File: config.mk
export PLATFORM = sky130hd
export DESIGN_NAME = abfe_queue
export DESIGN_NICKNAME = d
export VERILOG_FILES = /design/src/adaptive_block_float_encoder_macros.svh /design/src/abfe_pkg.sv /design/src/abfe_queue.sv
export SDC_FILE = /design/constraint.sdc
export NUM_CORES = 2
export LEC_CHECK = 0
export BUFFER_PORTS_ARGS = -buffer_cell sky130_fd_sc_hd__clkbuf_2
export CAP_MARGIN = 30
export CORE_ASPECT_RATIO = 1.4
export CORE_UTILIZATION = 56
export DETAILED_ROUTE_END_ITERATION = 12
export PLACE_DENSITY = 0.84
export SETUP_SLACK_MARGIN = 0.15
export SYNTH_ARGS = -nofsm -noshare
export SYNTH_HDL_FRONTEND = slang
export SYNTH_SLANG_ARGS = --single-unit
File: constraint.sdc
create_clock -name clk -period 4.5 [get_ports clk]
set_clock_uncertainty 0.15 [all_clocks]
set_input_delay 1.35 -clock clk [delete_from_list [all_inputs] [get_ports clk]]
set_output_delay 1.35 -clock clk [all_outputs]
set_load 0.01 [all_outputs]
File: src/adaptive_block_float_encoder_macros.svh
// assertion macros for the block float encoder
`ifndef ADAPTIVE_BLOCK_FLOAT_ENCODER_MACROS_SVH
`define ADAPTIVE_BLOCK_FLOAT_ENCODER_MACROS_SVH

`ifndef ASSERT_OFF

`define ASSERT_ALWAYS(name, clk, rst, cond) \
  name: assert property (@(posedge clk) disable iff (rst) (cond)) \
    else $error("assertion failed");

`define ASSERT_IMPLY(name, clk, rst, ante, cons) \
  name: assert property (@(posedge clk) disable iff (rst) (ante) |-> (cons)) \
    else $error("assertion failed");

`define ASSERT_NEXT(name, clk, rst, ante, cons) \
  name: assert property (@(posedge clk) disable iff (rst) (ante) |=> (cons)) \
    else $error("assertion failed");

`else

`define ASSERT_ALWAYS(name, clk, rst, cond)
`define ASSERT_IMPLY(name, clk, rst, ante, cons)
`define ASSERT_NEXT(name, clk, rst, ante, cons)

`endif

`endif

File: src/abfe_pkg.sv
// shared types, constants and value decoding for the block float encoder
`timescale 1ns / 1ps
package abfe_pkg;

  localparam int MAX_BLOCK_DEF = 32;
  localparam int CNT_W = 6;
  localparam logic [7:0] EXP_ALL_ONES = 8'hFF;

  typedef enum logic [1:0] {
    REG_BLOCK_LENGTH   = 2'd0,
    REG_EXPONENT_WIDTH = 2'd1,
    REG_OFFSET_WIDTH   = 2'd2,
    REG_MANTISSA_WIDTH = 2'd3
  } reg_index_t;

  typedef enum logic [1:0] {VAL_ZERO, VAL_FINITE, VAL_SPECIAL} val_kind_t;

  typedef enum logic [1:0] {MAG_ZERO, MAG_SAT, MAG_CALC} mag_mode_t;

  typedef enum logic [1:0] {B_IDLE, B_HEAD, B_MUL, B_EMIT} back_state_t;

  typedef enum logic {KIND_HEADER, KIND_ELEMENT} item_kind_t;

  typedef struct packed {
    logic [5:0] block_length;
    logic [4:0] exponent_width;
    logic [3:0] offset_width;
    logic [5:0] mantissa_width;
  } cfg_t;

  localparam cfg_t CFG_RESET = '{
    block_length:   6'd32,
    exponent_width: 5'd8,
    offset_width:   4'd3,
    mantissa_width: 6'd8
  };

  typedef struct packed {
    logic [CNT_W-1:0]   count;
    logic signed [8:0]  shared;
  } desc_t;

  typedef struct packed {
    val_kind_t          kind;
    logic signed [8:0]  e;
    logic [23:0]        sig;
    logic signed [8:0]  q;
  } val_t;

  // frexp exponent, significand and scale of a raw single
  function automatic val_t split_value(input logic [31:0] b);
    val_t v;
    logic [7:0] ex;
    logic [22:0] fr;
    logic [4:0] len;
    ex = b[30:23];
    fr = b[22:0];
    len = '0;
    for (int i = 0; i < 23; i++) begin
      if (fr[i]) len = 5'(i + 1);
    end
    v.kind = VAL_FINITE;
    v.e = '0;
    v.sig = '0;
    v.q = '0;
    if (ex == '0) begin
      if (fr == '0) begin
        v.kind = VAL_ZERO;
      end else begin
        v.sig = {1'b0, fr};
        v.q = -9'sd149;
        v.e = $signed({4'b0, len}) - 9'sd149;
      end
    end else if (ex == EXP_ALL_ONES) begin
      v.kind = VAL_SPECIAL;
      v.e = 9'sd129;
    end else begin
      v.sig = {1'b1, fr};
      v.q = $signed({1'b0, ex}) - 9'sd150;
      v.e = $signed({1'b0, ex}) - 9'sd126;
    end
    return v;
  endfunction

endpackage

File: src/abfe_queue.sv
// two-block value buffer with its block descriptor queue
`timescale 1ns / 1ps
module abfe_queue import abfe_pkg::*; #(
  parameter int MAX_BLOCK = MAX_BLOCK_DEF,
  localparam int IDX_W = (MAX_BLOCK > 1) ? $clog2(MAX_BLOCK) : 1
) (
  input  logic             clk,
  input  logic             rst,
  input  logic             push,
  input  desc_t            push_desc,
  input  logic             pop,
  output logic             full,
  output logic             empty,
  output desc_t            head,
  input  logic             wr_en,
  input  logic [IDX_W-1:0] wr_idx,
  input  logic [31:0]      wr_data,
  input  logic [IDX_W-1:0] rd_idx,
  output logic [31:0]      rd_data
);

  localparam int DEPTH = 2 * (2 ** IDX_W);

  desc_t slots [2];
  logic wptr;
  logic rptr;
  logic [1:0] count;
  logic [31:0] mem [DEPTH];

  assign full = (count == 2'd2);
  assign empty = (count == 2'd0);
  assign head = slots[rptr];

  always_ff @(posedge clk) begin
    if (rst) begin
      wptr <= 1'b0;
      rptr <= 1'b0;
      count <= 2'd0;
    end else begin
      if (push) wptr <= !wptr;
      if (pop) rptr <= !rptr;
      if (push && !pop) begin
        count <= count + 2'd1;
      end else if (pop && !push) begin
        count <= count - 2'd1;
      end
    end
  end

  always_ff @(posedge clk) begin
    if (push) slots[wptr] <= push_desc;
  end

  // each bank holds one block
  always_ff @(posedge clk) begin
    if (wr_en) mem[{wptr, wr_idx}] <= wr_data;
    rd_data <= mem[{rptr, rd_idx}];
  end

endmodule

==> run summary <==
status - completed
Pleak - 28.4 nW
dpl hpwl - 126 mm
die height - 449 um
Initial DRC Count - 7774
DR vias - 43258
Critical Path AT - 4.19 ns
number of enable flip-flop cells after synthesis - 2078
min-delay worst type - reg -> reg
RSZ-0062 raised after global routing - false
Post-CTS Setup Bufs - 0
crit end category - flip-flop
gpl congestion - 0.845
synth warn - 0
clk sinks - 2115
Die ar. - 144000 sq um
Cells after Synth - 3561
root buffer cell - clkbuf_16
Critical path buffers and inverters - 4
num ports - 111
total CTS buffers - 172
Worst path most repeated cell - buf_12
Chip Width - 321 um
maximum VDD drop - 0.400 mV
Yosys reg bits - 2115
Area Overhead vs Synth - 13.4%
max-slew violations - 0
Max-Cap Viols - 0
vias in the first global route - 43951
largest net degree at the start of global routing - 65
DRT Pass-1 Iters - 8
setup violators final - 0
Detail Route Antenna Nets - 0
starting density of the core - 0.565
Hold Vio Cnt, Final - 0
worst slew margin relative to its limit - 0.299
pwr dens - 438 nW/um^2
mapped cell area - 79800 sq um
most frequent cells in the layout - 2078 x edfxtp_1, 480 x mux4_2, 197 x buf_4, 177 x clkbuf_16, 106 x clkbuf_2
worst-path fanout max - 55
Via density - 7.27
# rows - 163
Most used DFF post-synth - edfxtp_1
GRT overflow - 0
initial antenna violation count - 30
CTS resizes - 0
Period minus WS final - 3.70 ns
H-tree depth - 4
clk buf depth - 3
All-Layer GR Usage - 0.320
highest clock rate - 0.271 GHz
Core Box Area - 141000 sq um
setup TNS - 0 ns
CP required - 4.99 ns
Crit path max-delay family - buffers and inverters
hold_buf cts - 0
slowest CP cell - o21ai_0
fin crit share - 0.821
Worst path max stage delay - 0.64 ns
Synth async-reset ratio - 0
Clock Latency Late Sink - 0.83 ns
CP Cell Sequence - buf_8, buf_12, buf_12, buf_4, mux4_2, a22oi_1, nand3_1, o21ai_0, a21oi_1
nets - 3956
total routed wirelength - 236 mm
commonest non-fill, non-tap cell in the layout - edfxtp_1
port bufs - 110
crit start category - input port
critical path type - in -> reg
post-synth cell types - 40
first-pass GRT wire length - 321 mm
post-route DRC violation count - 0
TritonCTS clock tree - done
Post-Route Utilization - 0.641
CTS clk-pin slew, worst paths - 0.07 ns
Avg WL per Cell - 39.7 um
Power, Total - 39.6 mW
Worst-Margin Slew - 1.05 ns
share of cells above drive strength 1 - 0.295
synthesized area per cell - 22.4 sq um
Seq/Total Area, Yosys - 0.792
total nets after synthesis - 3624
-- routing by layer --
| layer | up-vias | share of wire | GRT usage |
|---|---|---|---|
| met1 | 21427 | 0.28 | 0.369 |
| met5 | - | 0.00065 | 0 |
| met2 | 4784 | 0.49 | 0.522 |
| met3 | 1220 | 0.14 | 0.0899 |
| li1 | 15803 | - | - |
| met4 | 24 | 0.080 | 0.216 |
-- logic make-up after synthesis --
family,Yosys count,synth area share
xor+xnor,4,0.000439
flops,2115,0.792
simple gates,401,0.0242
compound gates,273,0.0248
buf+inv,207,0.0130
mux,560,0.146
fa+ha+maj,1,0.000157
-- worst min-delay path, stage by stage, from the launching register on --
cell and delay [ns]:
dfxtp_1 0.33, o21ai_0 0.08, a21oi_1 0.06
-- flip-flops by register name, summed over array words and instances (netlist names), named ones only --
signal / count
rd_data: 32
wptr: 1
mem: 2048
count: 2
slots: 30
rptr: 1
-- metrics by stage --
step	setup slack [ns]	instances	area, sq um	hold WS (ns)
5_1_grt	0.825	5944	90500	0.398
3_3_place_gp	0.370	5596	84400	0.330
4_1_cts	0.854	5935	90400	0.363
6_report	0.804	5951	90500	0.361
3_5_place_dp	0.295	5614	84800	0.353
2_1_floorplan	0.390	3561	79800	0.311
-- synth_stat cells, types with 9 or more instances --
cell	n	area share
a211oi_1	15	0.0014
a21oi_1	32	0.0020
a22oi_1	64	0.0060
a311o_1	15	0.0019
and3_1	16	0.0013
buf_1	30	0.0014
buf_2	47	0.0029
buf_4	22	0.0021
buf_6	13	0.0018
clkbuf_1	91	0.0043
dfxtp_1	37	0.0093
edfxtp_1	2078	0.78
mux2_2	16	0.0023
mux2i_1	64	0.0080
mux4_2	480	0.14
nand2_1	93	0.0044
nand2b_1	9	0.00071
nand3_1	99	0.0062
nand4_1	51	0.0040
nor2_1	91	0.0043
nor2b_1	25	0.0020
o21ai_0	17	0.0011
o221ai_1	48	0.0053
o22a_1	15	0.0016
o22ai_1	64	0.0050
-- area by class of cell --
cell class,count,area [sq um]
sequential,2115,63100
multi-input combinational,1239,16100
antenna,14,35.0
fill,8330,50600
clock buffer,225,4740
tap,1897,2370
timing repair buffer,363,3230
inverter,2,7.51
clock inverter,96,871
-- report_power, final --
part	switching, mW	internal [mW]
Clock	7.09	8.27
Combinational	1.54	0.802
Sequential	0.180	21.8
-- path summary, 6_finish.rpt --
check / endpoint / startpoint / cells past startpoint / slack (ns)
setup / recovery: rd_data[8] / rd_idx[1] / 9 / 0.80
hold / removal: count[1] / count[1] / 2 / 0.36
setup reg to reg: mem[48][28] / wptr / 3 / 1.26
hold reg to reg: count[1] / count[1] / 2 / 0.36
Power figures use the tool's default switching activity.
