==> config.mk <==
export PLATFORM = sky130hd
export DESIGN_NAME = abfe_front
export DESIGN_NICKNAME = d
export VERILOG_FILES = /design/src/adaptive_block_float_encoder_macros.svh /design/src/abfe_pkg.sv /design/src/abfe_front.sv
export SDC_FILE = /design/constraint.sdc
export NUM_CORES = 1
export LEC_CHECK = 0
export BUFFER_PORTS_ARGS = -buffer_cell sky130_fd_sc_hd__buf_2
export CORE_ASPECT_RATIO = 1.1
export CORE_UTILIZATION = 45
export DETAILED_ROUTE_END_ITERATION = 7
export PLACE_DENSITY = 0.78
export SYNTH_ARGS = -nofsm -noshare
export SYNTH_HDL_FRONTEND = slang
export SYNTH_SLANG_ARGS = --single-unit
==> constraint.sdc <==
create_clock -name clk -period 6.05 [get_ports clk]
set_clock_uncertainty 0.05 [all_clocks]
set_input_delay 0.3025 -clock clk [delete_from_list [all_inputs] [get_ports clk]]
set_output_delay 0.3025 -clock clk [all_outputs]
set_load 0.02 [all_outputs]
==> src/adaptive_block_float_encoder_macros.svh <==
// assertion macros for the block float encoder
`ifndef ADAPTIVE_BLOCK_FLOAT_ENCODER_MACROS_SVH
`define ADAPTIVE_BLOCK_FLOAT_ENCODER_MACROS_SVH

`ifndef ASSERT_OFF

`define ASSERT_ALWAYS(name, clk, rst, cond) \
  name: assert property (@(posedge clk) disable iff (rst) (cond)) \
    else $error("assertion failed");

`define ASSERT_IMPLY(name, clk, rst, ante, cons) \
  name: assert property (@(posedge clk) disable iff (rst) (ante) |-> (cons)) \
    else $error("assertion failed");

`define ASSERT_NEXT(name, clk, rst, ante, cons) \
  name: assert property (@(posedge clk) disable iff (rst) (ante) |=> (cons)) \
    else $error("assertion failed");

`else

`define ASSERT_ALWAYS(name, clk, rst, cond)
`define ASSERT_IMPLY(name, clk, rst, ante, cons)
`define ASSERT_NEXT(name, clk, rst, ante, cons)

`endif

`endif

==> src/abfe_pkg.sv <==
// shared types, constants and value decoding for the block float encoder
`timescale 1ns / 1ps
package abfe_pkg;

  localparam int MAX_BLOCK_DEF = 32;
  localparam int CNT_W = 6;
  localparam logic [7:0] EXP_ALL_ONES = 8'hFF;

  typedef enum logic [1:0] {
    REG_BLOCK_LENGTH   = 2'd0,
    REG_EXPONENT_WIDTH = 2'd1,
    REG_OFFSET_WIDTH   = 2'd2,
    REG_MANTISSA_WIDTH = 2'd3
  } reg_index_t;

  typedef enum logic [1:0] {VAL_ZERO, VAL_FINITE, VAL_SPECIAL} val_kind_t;

  typedef enum logic [1:0] {MAG_ZERO, MAG_SAT, MAG_CALC} mag_mode_t;

  typedef enum logic [1:0] {B_IDLE, B_HEAD, B_MUL, B_EMIT} back_state_t;

  typedef enum logic {KIND_HEADER, KIND_ELEMENT} item_kind_t;

  typedef struct packed {
    logic [5:0] block_length;
    logic [4:0] exponent_width;
    logic [3:0] offset_width;
    logic [5:0] mantissa_width;
  } cfg_t;

  localparam cfg_t CFG_RESET = '{
    block_length:   6'd32,
    exponent_width: 5'd8,
    offset_width:   4'd3,
    mantissa_width: 6'd8
  };

  typedef struct packed {
    logic [CNT_W-1:0]   count;
    logic signed [8:0]  shared;
  } desc_t;

  typedef struct packed {
    val_kind_t          kind;
    logic signed [8:0]  e;
    logic [23:0]        sig;
    logic signed [8:0]  q;
  } val_t;

  // frexp exponent, significand and scale of a raw single
  function automatic val_t split_value(input logic [31:0] b);
    val_t v;
    logic [7:0] ex;
    logic [22:0] fr;
    logic [4:0] len;
    ex = b[30:23];
    fr = b[22:0];
    len = '0;
    for (int i = 0; i < 23; i++) begin
      if (fr[i]) len = 5'(i + 1);
    end
    v.kind = VAL_FINITE;
    v.e = '0;
    v.sig = '0;
    v.q = '0;
    if (ex == '0) begin
      if (fr == '0) begin
        v.kind = VAL_ZERO;
      end else begin
        v.sig = {1'b0, fr};
        v.q = -9'sd149;
        v.e = $signed({4'b0, len}) - 9'sd149;
      end
    end else if (ex == EXP_ALL_ONES) begin
      v.kind = VAL_SPECIAL;
      v.e = 9'sd129;
    end else begin
      v.sig = {1'b1, fr};
      v.q = $signed({1'b0, ex}) - 9'sd150;
      v.e = $signed({1'b0, ex}) - 9'sd126;
    end
    return v;
  endfunction

endpackage

==> src/abfe_front.sv <==
// input side: stores values and tracks the block exponent
`timescale 1ns / 1ps
module abfe_front import abfe_pkg::*; #(
  parameter int MAX_BLOCK = MAX_BLOCK_DEF,
  localparam int IDX_W = (MAX_BLOCK > 1) ? $clog2(MAX_BLOCK) : 1
) (
  input  logic             clk,
  input  logic             rst,
  input  logic             in_valid,
  output logic             in_ready,
  input  logic [31:0]      in_data,
  input  logic             in_last,
  input  logic [5:0]       block_length,
  input  logic             q_full,
  output logic             push,
  output desc_t            push_desc,
  output logic             wr_en,
  output logic [IDX_W-1:0] wr_idx,
  output logic [31:0]      wr_data
);

  localparam logic [CNT_W-1:0] MAX_LEN = CNT_W'(MAX_BLOCK);

  logic [CNT_W-1:0] fill, fill_next;
  logic signed [8:0] max_exp, max_exp_next;
  logic seen, seen_next;
  logic [CNT_W-1:0] len;
  logic [CNT_W-1:0] cnt1;
  val_t v;
  logic take;
  logic nz;
  logic close;
  logic new_seen;
  logic signed [8:0] new_max;

  assign in_ready = !q_full;
  assign take = in_valid && in_ready;

  always_comb begin
    if (block_length == '0) begin
      len = CNT_W'(1);
    end else if (block_length > MAX_LEN) begin
      len = MAX_LEN;
    end else begin
      len = block_length;
    end
  end

  assign v = split_value(in_data);
  assign nz = (v.kind != VAL_ZERO);
  assign new_seen = seen || nz;
  assign new_max = (nz && (!seen || (v.e > max_exp))) ? v.e : max_exp;
  assign cnt1 = fill + CNT_W'(1);
  assign close = in_last || (cnt1 >= len);

  assign push = take && close;
  assign push_desc = '{count: cnt1, shared: (new_seen ? new_max : 9'sd0)};
  assign wr_en = take;
  assign wr_idx = fill[IDX_W-1:0];
  assign wr_data = in_data;

  always_comb begin
    fill_next = fill;
    max_exp_next = max_exp;
    seen_next = seen;
    if (take) begin
      if (close) begin
        fill_next = '0;
        max_exp_next = '0;
        seen_next = 1'b0;
      end else begin
        fill_next = cnt1;
        max_exp_next = new_max;
        seen_next = new_seen;
      end
    end
  end

  always_ff @(posedge clk) begin
    if (rst) begin
      fill <= '0;
      max_exp <= '0;
      seen <= 1'b0;
    end else begin
      fill <= fill_next;
      max_exp <= max_exp_next;
      seen <= seen_next;
    end
  end

endmodule

==> results.cfg <==
[setup_path]
crit_required_ps = 5700
cp-end-kind = output port
arrival_ps = 4680
cp-startpoint = in_data[11]
r2r-start = fill[2]
cp-start-kind = input pin
worst_path_max_delay_cell = or4_1
crit_path_max_fanout = 13
crit_path_max_incr_delay_ps = 510
path_cells = buf_2 > or3_1 > a2111oi_0 > o41a_1 > a2bb2oi_1 > a21oi_1 > ha_1 > o21a_1 > o31ai_1 > ha_1 > or4_1 > o221ai_1 > o221ai_1 > nand2_1 > nor2_1 > a211oi_1 > buf_2
path_class = in2out

[grt]
antenna_found_initial = 0
grt_use_met2_pct = 38.0
grt.met1_usage_pct = 28.5
grt_pass1_wl_mm = 8.61
top_usage_layer = met2
grt_pass1_vias = 1973
grtUsageTotal_pct = 22.2
gr-total-overflow = 0
grt_max_degree = 14
gr-usage-met3_pct = 4.50

[floorplan]
initial_core_util_pct = 47.7
die_area_sq_um = 4920
rows = 25
die-height_um = 73.4
io_pins = 98
core_sq_um = 4380
fp.dieW_um = 67.0

[synthesis]
yosysTopAreaCellShare_pct = 15.3
synthArstFlopShare_pct = 0
yosysSeqAreaShare_pct = 15.3
syn-cell-area_sq_um = 2090
ys_ff_latch = 16
synth_cell_types = 55
synth_area_leader_cell = dfxtp_1
syn-num-nets = 342
synthFlopType = dfxtp_1
synthCells = 281
yosysWarnings = 0
synth_edf_count = 0
syn_area_per_cell_sq_um = 7.43
synthTopCellsByArea = dfxtp_1 15%, buf_4 13%, ha_1 11%

[hold_path]
hold_path_class = in2reg
hp-start = rst

[detailed_routing]
ant_nets = 0
remaining_drc_errors = 0
wl_mm = 5.31
via_per_inst = 5.59
dr.first_iter.drc_count = 142
vias = 2195
drt_first_pass_iters = 4
wire_per_inst_um = 13.5

[timing]
period_needed_ps = 5030
fin_ws_ps = 1020
finalSetupViolations = 0
rsz0062_at_grt = no
worst_slew_pin_slew_ps = 682
finalCritPeriodShare_pct = 83.2
final.setup.tns_ps = 0
hold_violations = 0
maxSlewHeadroom_pct = 54.2
fmax_mhz = 199
drv_slew = 0

[layout]
fillers = 450
multi_input_area_sq_um = 1400
mostFrequentLayoutCells = 95 x buf_2, 24 x nand2_1, 23 x nor2_1
nets = 401
layout-drive-gt1-share_pct = 32.7
seq_area_sq_um = 320
insertedDiodeCount = 0
final_common_cell = buf_2
area_growth_pct = 14.6
final_util_pct = 54.6

[clocking]
ctsResizeCount = 0
root_buffer = clkbuf_8
post_cts_buffers = 0
clk_latency_ps = 260
cts_num_sinks = 16
clkTransAtPathRegs_ps = 70
cts_tree = done
ctsHoldBuffers = 0
clock_path_buffers = 2
cts_inserted_buffers = 3
htreeDepth = 1

[placed_design]
finalWeightedCongestion = 0.913
port_buffers = 95
dp_hpwl_mm = 4.28
dpl_worst_slack_ps = 1040

[power]
vdd_drop_max_v = 0.000104
cellPowerDensity_nw_per_um2 = 149
leakagePower_uw = 0.00112

[run]
cap_viol_max_count = 0

[status]
status = complete, no violations
[registers in the layout, summed over array words and instances (netlist names)]
name,flops
max_exp,9
seen,1
fill,6
[through the flow]
step / power, uW / hold slack (ps) / cells / area (sq um)
2_1_floorplan: 218 / 392 / 281 / 2090
3_3_place_gp: 257 / 406 / 389 / 2340
3_5_place_dp: 257 / 414 / 389 / 2340
4_1_cts: 358 / 342 / 393 / 2390
5_1_grt: 377 / 353 / 393 / 2390
6_report: 356 / 348 / 393 / 2390
[per-layer routing]
| metal | part of all wire [%] | up-vias |
|---|---|---|
| li1 | - | 1123 |
| met1 | 46 | 999 |
| met2 | 48 | 67 |
| met3 | 5.1 | 6 |
| met4 | 0.75 | 0 |
| met5 | 0 | - |
[synth_stat cells (2+ instances only)]
cell	instances
or4_4	2
or4_1	6
o32ai_1	2
nor2b_1	3
o31ai_1	3
a21o_1	2
or3_1	2
xor2_1	3
o21ai_0	10
nor4_1	6
nand3_1	10
clkbuf_1	3
nand2b_1	5
dfxtp_1	16
a21oi_1	21
nor3_1	6
a31oi_1	3
nor2_1	23
o22ai_1	3
nand4_1	3
o21a_1	4
xnor2_1	6
o311ai_0	2
a22o_1	5
buf_4	37
nand2_1	24
a31o_2	2
a211oi_1	5
inv_1	19
ha_1	18
o221ai_1	3
[worst max-delay path: cells and delay by family]
kind                       cells  cell delay [ps]
AOI/OAI and AO/OA              9             2140
and+or+nand+nor                4             1350
adders and majority gates      2              550
buffers and inverters          2              330
[where the power goes]
part	switching (uW)	internal, uW
sequential	2.92	109
clock	41.8	57.9
combinational	90.4	54.3
[layout make-up]
class / instances / share of cell area, %
Inverter: 19 / 2.98
Multi-Input combinational cell: 205 / 58.6
Timing Repair Buffer: 95 / 19.9
Tap cell: 54 / 2.82
Clock buffer: 4 / 2.30
Sequential cell: 16 / 13.4
[cells by family after synthesis]
logic type,synth area share [%]
flip-flops,15.3
adder cells (fa/ha/maj),10.8
AND/OR/NAND/NOR,25.6
AO/OA/AOI/OAI,27.0
buffers and inverters,17.5
XOR/XNOR,3.77
[worst paths after layout]
| check | cells past startpoint | to | slack (ps) |
|---|---|---|---|
| max | 17 | push_desc[4] | 1020 |
| min | 2 | fill[4] | 350 |
| max reg2reg | 8 | max_exp[5] | 3170 |
| min reg2reg | 2 | fill[5] | 430 |
Note: power is estimated with default switching activity, not from simulation.
